==> src/design/amacc_pkg.sv <==
// amacc_pkg: shared types and constants of the angular moment accumulator
// holds the input, result and per-angle term structs and the moment indexes
// no dependencies
package amacc_pkg;

    // number of accumulated moments and word widths
    localparam int NMOM   = 10;
    localparam int ACC_W  = 48;
    localparam int TERM_W = 34;
    localparam int NFLUX  = 3;
    localparam int NKMOM  = 6;

    // moment slots
    localparam int MOM_J   = 0;
    localparam int MOM_HX  = 1;
    localparam int MOM_HY  = 2;
    localparam int MOM_HZ  = 3;
    localparam int MOM_KXX = 4;
    localparam int MOM_KYY = 5;
    localparam int MOM_KZZ = 6;
    localparam int MOM_KXY = 7;
    localparam int MOM_KXZ = 8;
    localparam int MOM_KYZ = 9;

    // direction axes
    localparam int AX_X = 0;
    localparam int AX_Y = 1;
    localparam int AX_Z = 2;

    // cosine pairs of the second-moment entries: xx yy zz xy xz yz
    localparam int K_AXIS_A [NKMOM] = '{AX_X, AX_Y, AX_Z, AX_X, AX_X, AX_Y};
    localparam int K_AXIS_B [NKMOM] = '{AX_X, AX_Y, AX_Z, AX_Y, AX_Z, AX_Z};

    // saturation bounds of a moment sum
    localparam logic signed [ACC_W-1:0] ACC_MAX = {1'b0, {(ACC_W-1){1'b1}}};
    localparam logic signed [ACC_W-1:0] ACC_MIN = {1'b1, {(ACC_W-1){1'b0}}};

    typedef logic signed [TERM_W-1:0] term_word_t;
    typedef logic signed [ACC_W-1:0]  acc_word_t;

    // one angle request
    typedef struct packed {
        logic [31:0]        intensity;
        logic [15:0]        weight;
        logic signed [15:0] dir_x;
        logic signed [15:0] dir_y;
        logic signed [15:0] dir_z;
        logic               last_angle;
    } amacc_in_t;

    // one cell result
    typedef struct packed {
        acc_word_t j_mean;
        acc_word_t flux_x;
        acc_word_t flux_y;
        acc_word_t flux_z;
        acc_word_t k_xx;
        acc_word_t k_yy;
        acc_word_t k_zz;
        acc_word_t k_xy;
        acc_word_t k_xz;
        acc_word_t k_yz;
        logic      overflow;
    } amacc_out_t;

    // truncated terms of one angle, ready to add
    typedef struct packed {
        term_word_t [NMOM-1:0] terms;
        logic                  last;
    } amacc_term_t;

endpackage

==> src/design/amacc_fifo.sv <==
// amacc_fifo: short term queue between the multiplier front and the accumulator back
// register storage, one write and one read per cycle
// depends on amacc_pkg
module amacc_fifo #(
    parameter int DEPTH = 4,
    parameter int CW    = 3
) (
    input  logic                    clk,
    input  logic                    rst_n,
    input  logic                    wr_en,
    input  amacc_pkg::amacc_term_t  wr_data,
    input  logic                    rd_en,
    output logic                    rd_valid,
    output amacc_pkg::amacc_term_t  rd_data,
    output logic [CW-1:0]           count
);
    import amacc_pkg::*;

    localparam int AW = (DEPTH > 1) ? $clog2(DEPTH) : 1;

    amacc_term_t   mem [DEPTH];
    logic [AW-1:0] wr_ptr_reg, wr_ptr_next;
    logic [AW-1:0] rd_ptr_reg, rd_ptr_next;
    logic [CW-1:0] count_reg, count_next;
    logic          do_rd;

    assign do_rd    = rd_en && (count_reg != '0);
    assign rd_valid = (count_reg != '0);
    assign rd_data  = mem[rd_ptr_reg];
    assign count    = count_reg;

    // pointer wrap and occupancy
    always_comb
    begin
        wr_ptr_next = wr_ptr_reg;
        rd_ptr_next = rd_ptr_reg;
        count_next  = count_reg;
        if (wr_en)
        begin
            wr_ptr_next = (wr_ptr_reg == AW'(DEPTH - 1)) ? '0 : wr_ptr_reg + 1'b1;
        end
        if (do_rd)
        begin
            rd_ptr_next = (rd_ptr_reg == AW'(DEPTH - 1)) ? '0 : rd_ptr_reg + 1'b1;
        end
        if (wr_en && !do_rd)
        begin
            count_next = count_reg + 1'b1;
        end
        else if (!wr_en && do_rd)
        begin
            count_next = count_reg - 1'b1;
        end
    end

    always_ff @(posedge clk or negedge rst_n)
    begin
        if (!rst_n)
        begin
            wr_ptr_reg <= '0;
            rd_ptr_reg <= '0;
            count_reg  <= '0;
        end
        else
        begin
            wr_ptr_reg <= wr_ptr_next;
            rd_ptr_reg <= rd_ptr_next;
            count_reg  <= count_next;
        end
    end

    // storage
    always_ff @(posedge clk)
    begin
        if (wr_en)
        begin
            mem[wr_ptr_reg] <= wr_data;
        end
    end

`ifndef SYNTHESIS
    a_no_overrun: assert property (@(posedge clk) disable iff (!rst_n)
        !(wr_en && !do_rd && (count_reg == CW'(DEPTH))))
        else $error("term queue written while full");
    a_count_bound: assert property (@(posedge clk) disable iff (!rst_n)
        count_reg <= CW'(DEPTH))
        else $error("term queue count beyond depth");
`endif

endmodule

==> config.mk <==
export PLATFORM = sky130hd
export DESIGN_NAME = amacc_fifo
export DESIGN_NICKNAME = d
export VERILOG_FILES = /design/src/design/amacc_pkg.sv /design/src/design/amacc_fifo.sv
export SDC_FILE = /design/constraint.sdc
export NUM_CORES = 1
export LEC_CHECK = 0
export ABC_AREA = 1
export BUFFER_PORTS_ARGS = -buffer_cell sky130_fd_sc_hd__buf_2
export CAP_MARGIN = 10
export CORE_ASPECT_RATIO = 0.75
export CORE_MARGIN = 4
export CORE_UTILIZATION = 40
export DETAILED_ROUTE_END_ITERATION = 8
export PLACE_DENSITY_LB_ADDON = 0.12
export SYNTH_ARGS = -nofsm -noshare
export SYNTH_HDL_FRONTEND = slang
export SYNTH_SLANG_ARGS = --single-unit
==> constraint.sdc <==
create_clock -name clk -period 9.3 [get_ports clk]
set_input_delay 1.86 -clock clk [delete_from_list [all_inputs] [get_ports clk]]
set_output_delay 1.86 -clock clk [all_outputs]
set_load 0.01 [all_outputs]
==> metrics.txt <==
status finished clean; Post-synth ARST share 0.511%; layout cells sized above 1 19.1%; EDFF count, synth 1364; WL per Instance 19.9 um; Rel. slew slack 15.9%; Remaining DRCs 0; overall power 20000 uW; final setup skew 23.0 ps; pwr/cell area 315 nW/um^2; CTS buffer count 140; final setup vio count 0; first-pass GRT wire length 194000 um; Synth Flop Type edfxtp_1; area used by multi-input combinational logic 9180 um^2; Post-Synthesis Cells 4032; postcts setup bufs 0; Vias/cell 4.77; syn_area_per_cell 13.5 um^2; Post-Layout Cell Count 6575; CTS clk-pin slew, worst paths 60 ps; antenna violations before repair 68; clock sink count 1371; post-synthesis sequential area ratio 75.6%; worst-skew pair later-pin latency 760 ps; Final Core Density 47.3%; Mapped Area 54400 um^2; Fin Setup TNS 0 ps; crit path time final 5790 ps; Final Hold Vio Count 0; synth warn 0; Vias 31400; TritonCTS clock tree yes; CP endpoint kind output port; cell row count 116; area occupied by registers 41100 um^2; GRT Overall Usage 18.2%; Worst setup SP type flip-flop; RSZ-0062 raised after global routing no; Largest register FFs 1364; vias in the first global route 29600; Routed WL 131000 um; fin crit share 62.3%; Lkg Pwr 0.0247 uW; Critical Path RT 7440 ps; max cap viols 0; PortBufs 689; # fillers 12000; pin count of the biggest net entering global routing 248; effective utilization at floorplan 40.5%; Worst Tran Pin Value 1260 ps; die span in y 327 um; Resized cells post-CTS 0; Hold Path Class reg -> reg; max-slew violations 0; CP arrival 3930 ps; Horiz. Die Dim 434 um; CP max FO 57; Distinct cells, synth 17; nets@finish 5018; clock buffer depth 3; worst vdd ir 0.211 mV; Max Fclk 173 MHz; Syn-to-layout area delta 16.5%; placed cells 6294; H-tree depth 4; dpl hpwl 77700 um; Routed Antenna Nets 0; gr ovfl total 0; I/O pin count 690; die area 142000 um^2; # hold bufs at CTS 0; core area 134000 um^2; clock root cell clkbuf_16; Post-Syn Nets 4384; Placer Congestion 0.751; synthesis-stage register bit count 1371; first drt pass iteration count 5; fin worst setup slack 3510 ps; crit path kind reg -> out; DR iter-0 viols 1908; Setup WS pre-CTS 4190 ps
-- stage by stage --
| step | hold slack (ps) | area [um^2] |
|---|---|---|
| 3_5_place_dp | 485 | 59000 |
| 3_3_place_gp | 481 | 59000 |
| 6_report | 497 | 63400 |
| 2_1_floorplan | 522 | 54400 |
| 5_1_grt | 523 | 63400 |
| 4_1_cts | 500 | 63400 |
-- Yosys cell counts (all sizes together) (2+ instances only) --
cell type | number | area [um^2]
buf | 188 | 1380
clkbuf | 39 | 146
dfrtp | 7 | 175
edfxtp | 1364 | 41000
ha | 6 | 75.1
inv | 693 | 2600
nand2 | 1042 | 3910
nand3 | 3 | 15.0
nor2 | 3 | 11.3
o211ai | 682 | 5120
o21ai | 2 | 10.0
-- cell families after synthesis --
kind of cell / count (synthesis) / share of synthesized area [%]
buf+inv: 920 / 7.58
simple gates: 1049 / 7.24
fa+ha+maj: 7 / 0.175
xor+xnor: 1 / 0.0161
flops: 1371 / 75.6
compound gates: 684 / 9.42
-- metal layers --
metal	part of all wire, %	GRT usage (%)	up-vias	routed length, um
li1	-	-	15400	-
met1	41	22.4	15000	53400
met2	51	31.3	674	66200
met3	5.8	4.93	282	7560
met4	2.8	5.51	24	3730
met5	0.14	0	-	179
-- critical path, cell delays in order, from the launching register on --
cell and delay [ps]:
dfrtp_4 880, buf_4 680, buf_4 760, o211ai_1 330, nand2_1 180, buf_2 140
-- layout by cell type, fill, tap and decap left out, drive strengths merged --
cell type  instances
bufinv             8
buf              719
nand3              3
nand2           1042
edfxtp          1364
nand4              1
fa                 1
o211ai           682
clkinvlp           3
o21ai              2
diode             28
clkbuf           175
inv              695
xnor2              1
dfrtp              7
ha                 6
nor2               3
clkinv            65
-- layout make-up --
type                            instances  share of cell area [%]
Timing Repair Buffer                  719                    6.03
Tap cell                             1770                    3.49
Sequential cell                      1371                    64.9
Clock buffer                          175                    5.94
Antenna cell                           28                   0.110
Multi-Input combinational cell       1741                    14.5
Clock inverter                         78                   0.951
Inverter                              693                    4.16
-- worst paths after layout --
check	endpoint	start	slack [ps]	depth (start not counted)
min in group asynchronous	count[2]	rst_n	950	1
max reg2reg	mem[1][101]	wr_ptr_reg[1]	6510	5
max	rd_data[6]	rd_ptr_reg[1]	3510	5
min	count[2]	count[2]	500	2
min reg2reg	count[2]	count[2]	500	2
max in group asynchronous	rd_ptr_reg[1]	rst_n	8130	1
-- power breakdown --
group,switching [uW],internal (uW)
combinational,4420,1940
clock,2310,3090
sequential,293,7920
Note: power is estimated with default switching activity, not from simulation.
