## src/design/amacc_pkg.sv

```systemverilog
// amacc_pkg: shared types and constants of the angular moment accumulator
// holds the input, result and per-angle term structs and the moment indexes
// no dependencies
package amacc_pkg;

    // number of accumulated moments and word widths
    localparam int NMOM   = 10;
    localparam int ACC_W  = 48;
    localparam int TERM_W = 34;
    localparam int NFLUX  = 3;
    localparam int NKMOM  = 6;

    // moment slots
    localparam int MOM_J   = 0;
    localparam int MOM_HX  = 1;
    localparam int MOM_HY  = 2;
    localparam int MOM_HZ  = 3;
    localparam int MOM_KXX = 4;
    localparam int MOM_KYY = 5;
    localparam int MOM_KZZ = 6;
    localparam int MOM_KXY = 7;
    localparam int MOM_KXZ = 8;
    localparam int MOM_KYZ = 9;

    // direction axes
    localparam int AX_X = 0;
    localparam int AX_Y = 1;
    localparam int AX_Z = 2;

    // cosine pairs of the second-moment entries: xx yy zz xy xz yz
    localparam int K_AXIS_A [NKMOM] = '{AX_X, AX_Y, AX_Z, AX_X, AX_X, AX_Y};
    localparam int K_AXIS_B [NKMOM] = '{AX_X, AX_Y, AX_Z, AX_Y, AX_Z, AX_Z};

    // saturation bounds of a moment sum
    localparam logic signed [ACC_W-1:0] ACC_MAX = {1'b0, {(ACC_W-1){1'b1}}};
    localparam logic signed [ACC_W-1:0] ACC_MIN = {1'b1, {(ACC_W-1){1'b0}}};

    typedef logic signed [TERM_W-1:0] term_word_t;
    typedef logic signed [ACC_W-1:0]  acc_word_t;

    // one angle request
    typedef struct packed {
        logic [31:0]        intensity;
        logic [15:0]        weight;
        logic signed [15:0] dir_x;
        logic signed [15:0] dir_y;
        logic signed [15:0] dir_z;
        logic               last_angle;
    } amacc_in_t;

    // one cell result
    typedef struct packed {
        acc_word_t j_mean;
        acc_word_t flux_x;
        acc_word_t flux_y;
        acc_word_t flux_z;
        acc_word_t k_xx;
        acc_word_t k_yy;
        acc_word_t k_zz;
        acc_word_t k_xy;
        acc_word_t k_xz;
        acc_word_t k_yz;
        logic      overflow;
    } amacc_out_t;

    // truncated terms of one angle, ready to add
    typedef struct packed {
        term_word_t [NMOM-1:0] terms;
        logic                  last;
    } amacc_term_t;

endpackage

```

## src/design/amacc_back.sv

```systemverilog
// amacc_back: saturating moment accumulators and the result register
// takes terms from the queue, emits and clears on the last angle of a cell
// depends on amacc_pkg
module amacc_back (
    input  logic                    clk,
    input  logic                    rst_n,
    input  logic                    term_valid,
    input  amacc_pkg::amacc_term_t  term_data,
    output logic                    term_take,
    output amacc_pkg::amacc_out_t   result,
    output logic                    empty,
    input  logic                    pop
);
    import amacc_pkg::*;

    acc_word_t           sums_reg [NMOM];
    acc_word_t           sums_next [NMOM];
    acc_word_t           new_sum [NMOM];
    logic signed [ACC_W:0] wide_sum [NMOM];
    logic [NMOM-1:0]     clip;
    logic                sat_reg, sat_next;
    logic                out_valid_reg, out_valid_next;
    amacc_out_t          result_reg, result_next;
    logic                emit;

    // a last term needs the result register free or leaving this cycle
    assign term_take = term_valid && (!term_data.last || !out_valid_reg || pop);
    assign emit      = term_take && term_data.last;

    // saturating add per moment
    always_comb
    begin
        for (int i = 0; i < NMOM; i++)
        begin
            wide_sum[i] = {sums_reg[i][ACC_W-1], sums_reg[i]}
                        + {{(ACC_W + 1 - TERM_W){term_data.terms[i][TERM_W-1]}},
                           term_data.terms[i]};
            clip[i] = (wide_sum[i][ACC_W] != wide_sum[i][ACC_W-1]);
            if (clip[i])
            begin
                new_sum[i] = wide_sum[i][ACC_W] ? ACC_MIN : ACC_MAX;
            end
            else
            begin
                new_sum[i] = wide_sum[i][ACC_W-1:0];
            end
        end
    end

    // accumulator update, clear after emission
    always_comb
    begin
        sums_next = sums_reg;
        sat_next  = sat_reg;
        if (term_take)
        begin
            if (term_data.last)
            begin
                for (int i = 0; i < NMOM; i++)
                begin
                    sums_next[i] = '0;
                end
                sat_next = 1'b0;
            end
            else
            begin
                sums_next = new_sum;
                sat_next  = sat_reg || (|clip);
            end
        end
    end

    // result word of a finished cell
    always_comb
    begin
        result_next.j_mean   = new_sum[MOM_J];
        result_next.flux_x   = new_sum[MOM_HX];
        result_next.flux_y   = new_sum[MOM_HY];
        result_next.flux_z   = new_sum[MOM_HZ];
        result_next.k_xx     = new_sum[MOM_KXX];
        result_next.k_yy     = new_sum[MOM_KYY];
        result_next.k_zz     = new_sum[MOM_KZZ];
        result_next.k_xy     = new_sum[MOM_KXY];
        result_next.k_xz     = new_sum[MOM_KXZ];
        result_next.k_yz     = new_sum[MOM_KYZ];
        result_next.overflow = sat_reg || (|clip);
    end

    // result register occupancy
    always_comb
    begin
        priority if (emit)
        begin
            out_valid_next = 1'b1;
        end
        else if (pop)
        begin
            out_valid_next = 1'b0;
        end
        else
        begin
            out_valid_next = out_valid_reg;
        end
    end

    always_ff @(posedge clk or negedge rst_n)
    begin
        if (!rst_n)
        begin
            for (int i = 0; i < NMOM; i++)
            begin
                sums_reg[i] <= '0;
            end
            sat_reg       <= 1'b0;
            out_valid_reg <= 1'b0;
        end
        else
        begin
            sums_reg      <= sums_next;
            sat_reg       <= sat_next;
            out_valid_reg <= out_valid_next;
        end
    end

    // result payload
    always_ff @(posedge clk)
    begin
        if (emit)
        begin
            result_reg <= result_next;
        end
    end

    assign result = result_reg;
    assign empty  = !out_valid_reg;

`ifndef SYNTHESIS
    a_clear_after_emit: assert property (@(posedge clk) disable iff (!rst_n)
        emit |=> (sums_reg[MOM_J] == '0 && sums_reg[MOM_KYZ] == '0 && !sat_reg))
        else $error("accumulators not cleared after a cell result");
    a_emit_fills: assert property (@(posedge clk) disable iff (!rst_n)
        emit |=> out_valid_reg)
        else $error("cell result lost at the result register");
`endif

endmodule
```

## config.mk

```make
export PLATFORM = sky130hd
export DESIGN_NAME = amacc_back
export DESIGN_NICKNAME = d
export VERILOG_FILES = /design/src/design/amacc_pkg.sv /design/src/design/amacc_back.sv
export SDC_FILE = /design/constraint.sdc
export NUM_CORES = 2
export LEC_CHECK = 0
export BUFFER_PORTS_ARGS = -buffer_cell sky130_fd_sc_hd__buf_2
export CAP_MARGIN = 20
export CORE_UTILIZATION = 59
export DETAILED_ROUTE_END_ITERATION = 8
export PLACE_DENSITY = 0.87
export SYNTH_ARGS = -nofsm -noshare
export SYNTH_HDL_FRONTEND = slang
export SYNTH_SLANG_ARGS = --single-unit
```

## constraint.sdc

```tcl
create_clock -name clk -period 12.1 [get_ports clk]
set_input_delay 2.42 -clock clk [delete_from_list [all_inputs] [get_ports clk]]
set_output_delay 2.42 -clock clk [all_outputs]
set_load 0.1 [all_outputs]
```

==> results.json <==
{
  "avgSynthCellArea_um2": 9.73,
  "vias_per_cell": 6.48,
  "hold_path_startpoint": "sums_reg[382]$_DFFE_PN0P_",
  "synth-adder-area-share_pct": 10.7,
  "complex_gate_fraction_of_the_synthesized_area_pct": 26.6,
  "chipWidth_um": 326,
  "final_util_pct": 68.2,
  "drv_slew": 0,
  "synth.net_count": 7202,
  "largest_register_ff_count": 481,
  "numPortBuffers": 827,
  "finalCriticalPeriod_ns": 8.26,
  "core-area_um2": 104000,
  "fp.dieH_um": 326,
  "min_to": "sums_reg[382]$_DFFE_PN0P_",
  "route.vias.total": 55000,
  "initial_core_util_pct": 59.6,
  "wire_length_of_the_first_global_routing_pass_um": 301000,
  "row_count": 118,
  "period_utilization_post_route_pct": 68.3,
  "cts.hold.buffers_added": 0,
  "clk_skew_ns": 0.0267,
  "postCtsSetupRepairBufs": 0,
  "postCtsResizedCells": 0,
  "final_hold_viol_count": 0,
  "final_antenna_net_count": 0,
  "worstReg2RegEnd": "sums_reg[430]$_DFFE_PN0P_",
  "synth_area_leaders": "edfxtp_1 23%, dfrtp_1 19%, ha_1 9.7%",
  "finalNetCount": 7825,
  "grt_usage_pct": 35.6,
  "totalWireLength_um": 196000,
  "cp-end-kind": "flip-flop",
  "cp.arrival_ns": 8.83,
  "htree_levels": 3,
  "netlist_area_um2": 61900,
  "timing.setup.critical_path_class": "input pin to flip-flop",
  "dr.first_iter.drc_count": 5099,
  "routabilityCongestion": 0.987,
  "worst-r2r-cell-count": 17,
  "worstPathRequired_ns": 12.67,
  "synth_largest_type_area_fraction_pct": 23.3,
  "crit_path_max_fanout": 30,
  "share_of_post_route_cells_with_drive_strength_above_1_pct": 15.9,
  "cts.root.buffer_cell": "clkbuf_16",
  "placed_wire_length_estimate_after_detailed_placement_um": 140000,
  "tritoncts": "done",
  "grt_start_max_net_pins": 184,
  "count_of_cell_types_in_the_netlist": 85,
  "netlist.top_cell.by_area": "edfxtp_1",
  "clkSlewWorstSetupHoldPaths_ns": 0.07,
  "clock_latency_ns": 0.71,
  "grt_remaining_overflow": 0,
  "postSynth.asyncResetShare_pct": 50.1,
  "cts-buffers-inserted": 105,
  "i_o_pin_total": 828,
  "synth_xor_xnor_area_share_pct": 6.18,
  "yosys_most_used_dff": "dfrtp_1",
  "synth.yosys.warnings": 0,
  "synth-simple-area-share_pct": 10.3,
  "netlist_instances": 6365,
  "rsz0062_at_grt": "no",
  "cts.sinks": 963,
  "hold_path_class": "flip-flop to flip-flop",
  "worstHoldPathCells": 2,
  "synth.mux.area_fraction_pct": 0.148,
  "routedWlPerCell_um": 23.1,
  "total_of_flip_flops_plus_latches_after_synthesis": 963,
  "synth_most_common_cell": "a21oi_1",
  "setup_viol_count_final": 0,
  "max_cap_viol_count": 0,
  "antenna_found_initial": 45,
  "outcome": "completed",
  "setup_tns_ns": 0,
  "relSlewSlack_pct": 4.36,
  "design.die.area_um2": 106000,
  "combinational_family_with_the_most_area_after_synthesis": "compound AO/OA/AOI/OAI gates",
  "synth-seq-area-share_pct": 42.8,
  "timing.rr.start": "sums_reg[388]$_DFFE_PN0P_",
  "syn_to_final_growth_pct": 14.3,
  "worstMarginPinSlew_ns": 1.43,
  "critical_path.startpoint_type": "input pin",
  "reg2reg_slack_ns": 5.31,
  "ctsLongestPathBuffers": 3,
  "maximum_operating_frequency_mhz": 121,
  "synth_enable_flop_cells": 481,
  "via_count_of_the_first_global_routing_pass": 53100,
  "synth_commonest_cells": "782 x a21oi_1, 500 x nand2_1, 482 x dfrtp_1, 482 x ha_1, 481 x edfxtp_1",
  "drt_pre_antenna_iters": 6,
  "route.detailed.drc": 0
}
==> cell usage in the layout, fill, tap and decap left out, types with 17 or more instances in the layout <==
master,instances
diode_2,34
a22o_1,343
nor2_1,345
xor2_1,164
inv_1,182
nand2b_1,45
a211oi_1,45
o31ai_1,50
dfrtp_1,482
a21boi_0,21
maj3_1,37
o21a_1,58
o21ai_0,468
and2_1,27
o221ai_1,21
nor2b_1,57
or3_1,18
clkbuf_16,106
a21oi_1,782
nand3_1,93
xnor2_1,267
nand4_1,95
buf_4,42
ha_1,482
buf_2,826
and3_1,40
nand2_1,499
a211o_1,17
a221o_1,31
o21bai_1,101
a31oi_1,52
o211ai_1,51
edfxtp_1,481
a21o_1,292
nor3_1,67
==> cell families after synthesis <==
kind of cell / Yosys count
AOI/OAI and AO/OA: 2511
and+or+nand+nor: 1375
DFF: 963
buffers and inverters: 544
adders and majority gates: 529
xor gates and xnor gates: 434
muxes: 9
==> area by class of cell <==
type,instances,area [um2]
clock inverter,64,792
timing repair buffer,877,4620
fill,8021,33000
clock buffer,136,2910
inverter,183,691
antenna,34,85.1
multi-input combinational,4858,33400
tap,1380,1730
sequential,963,26500
==> how the worst max path moves through the flow <==
stage,startpoint,endpoint,slack (ns)
after global placement,term_data[41],sums_reg[430]$_DFFE_PN0P_,3.30
after CTS,term_data[41],sums_reg[430]$_DFFE_PN0P_,3.86
final,term_data[41],sums_reg[430]$_DFFE_PN0P_,3.84
after global routing,term_data[41],sums_reg[430]$_DFFE_PN0P_,3.36
after detailed placement,term_data[41],sums_reg[430]$_DFFE_PN0P_,3.11
after floorplan,pop,result[0]$_DFFE_PP_,0.73
==> worst max-delay path, cell delays in order <==
cell,delay [ns]
buf_2,0.16
ha_1,0.36
and3_1,0.22
a221oi_1,0.37
o21ai_0,0.26
o211ai_1,0.33
a31o_2,0.28
a21oi_1,0.14
a21oi_1,0.22
o21ai_0,0.14
a2111oi_0,0.54
xnor2_1,0.16
ha_1,0.99
inv_1,0.63
nand2_1,0.77
nor2_1,0.11
a221o_1,0.31
or4_1,0.39
==> through the flow <==
| step | instance area [um2] | worst slack [ns] | instances | hold slack [ns] |
|---|---|---|---|---|
| 2_1_floorplan | 61900 | 0.729 | 6365 | 0.453 |
| 3_3_place_gp | 66900 | 3.30 | 8259 | 0.463 |
| 3_5_place_dp | 66900 | 3.11 | 8259 | 0.472 |
| 4_1_cts | 70600 | 3.86 | 8459 | 0.486 |
| 5_1_grt | 70700 | 3.36 | 8486 | 0.495 |
| 6_report | 70700 | 3.84 | 8495 | 0.484 |
==> routing by layer <==
layer,global-route usage (%),wire (um)
met5,0,169
met4,17.4,9940
met3,7.62,17700
met1,46.1,78100
met2,56.8,90100
Power is not shown: default switching activity piles up to over one toggle a cycle in this logic, so the estimate is an artifact.
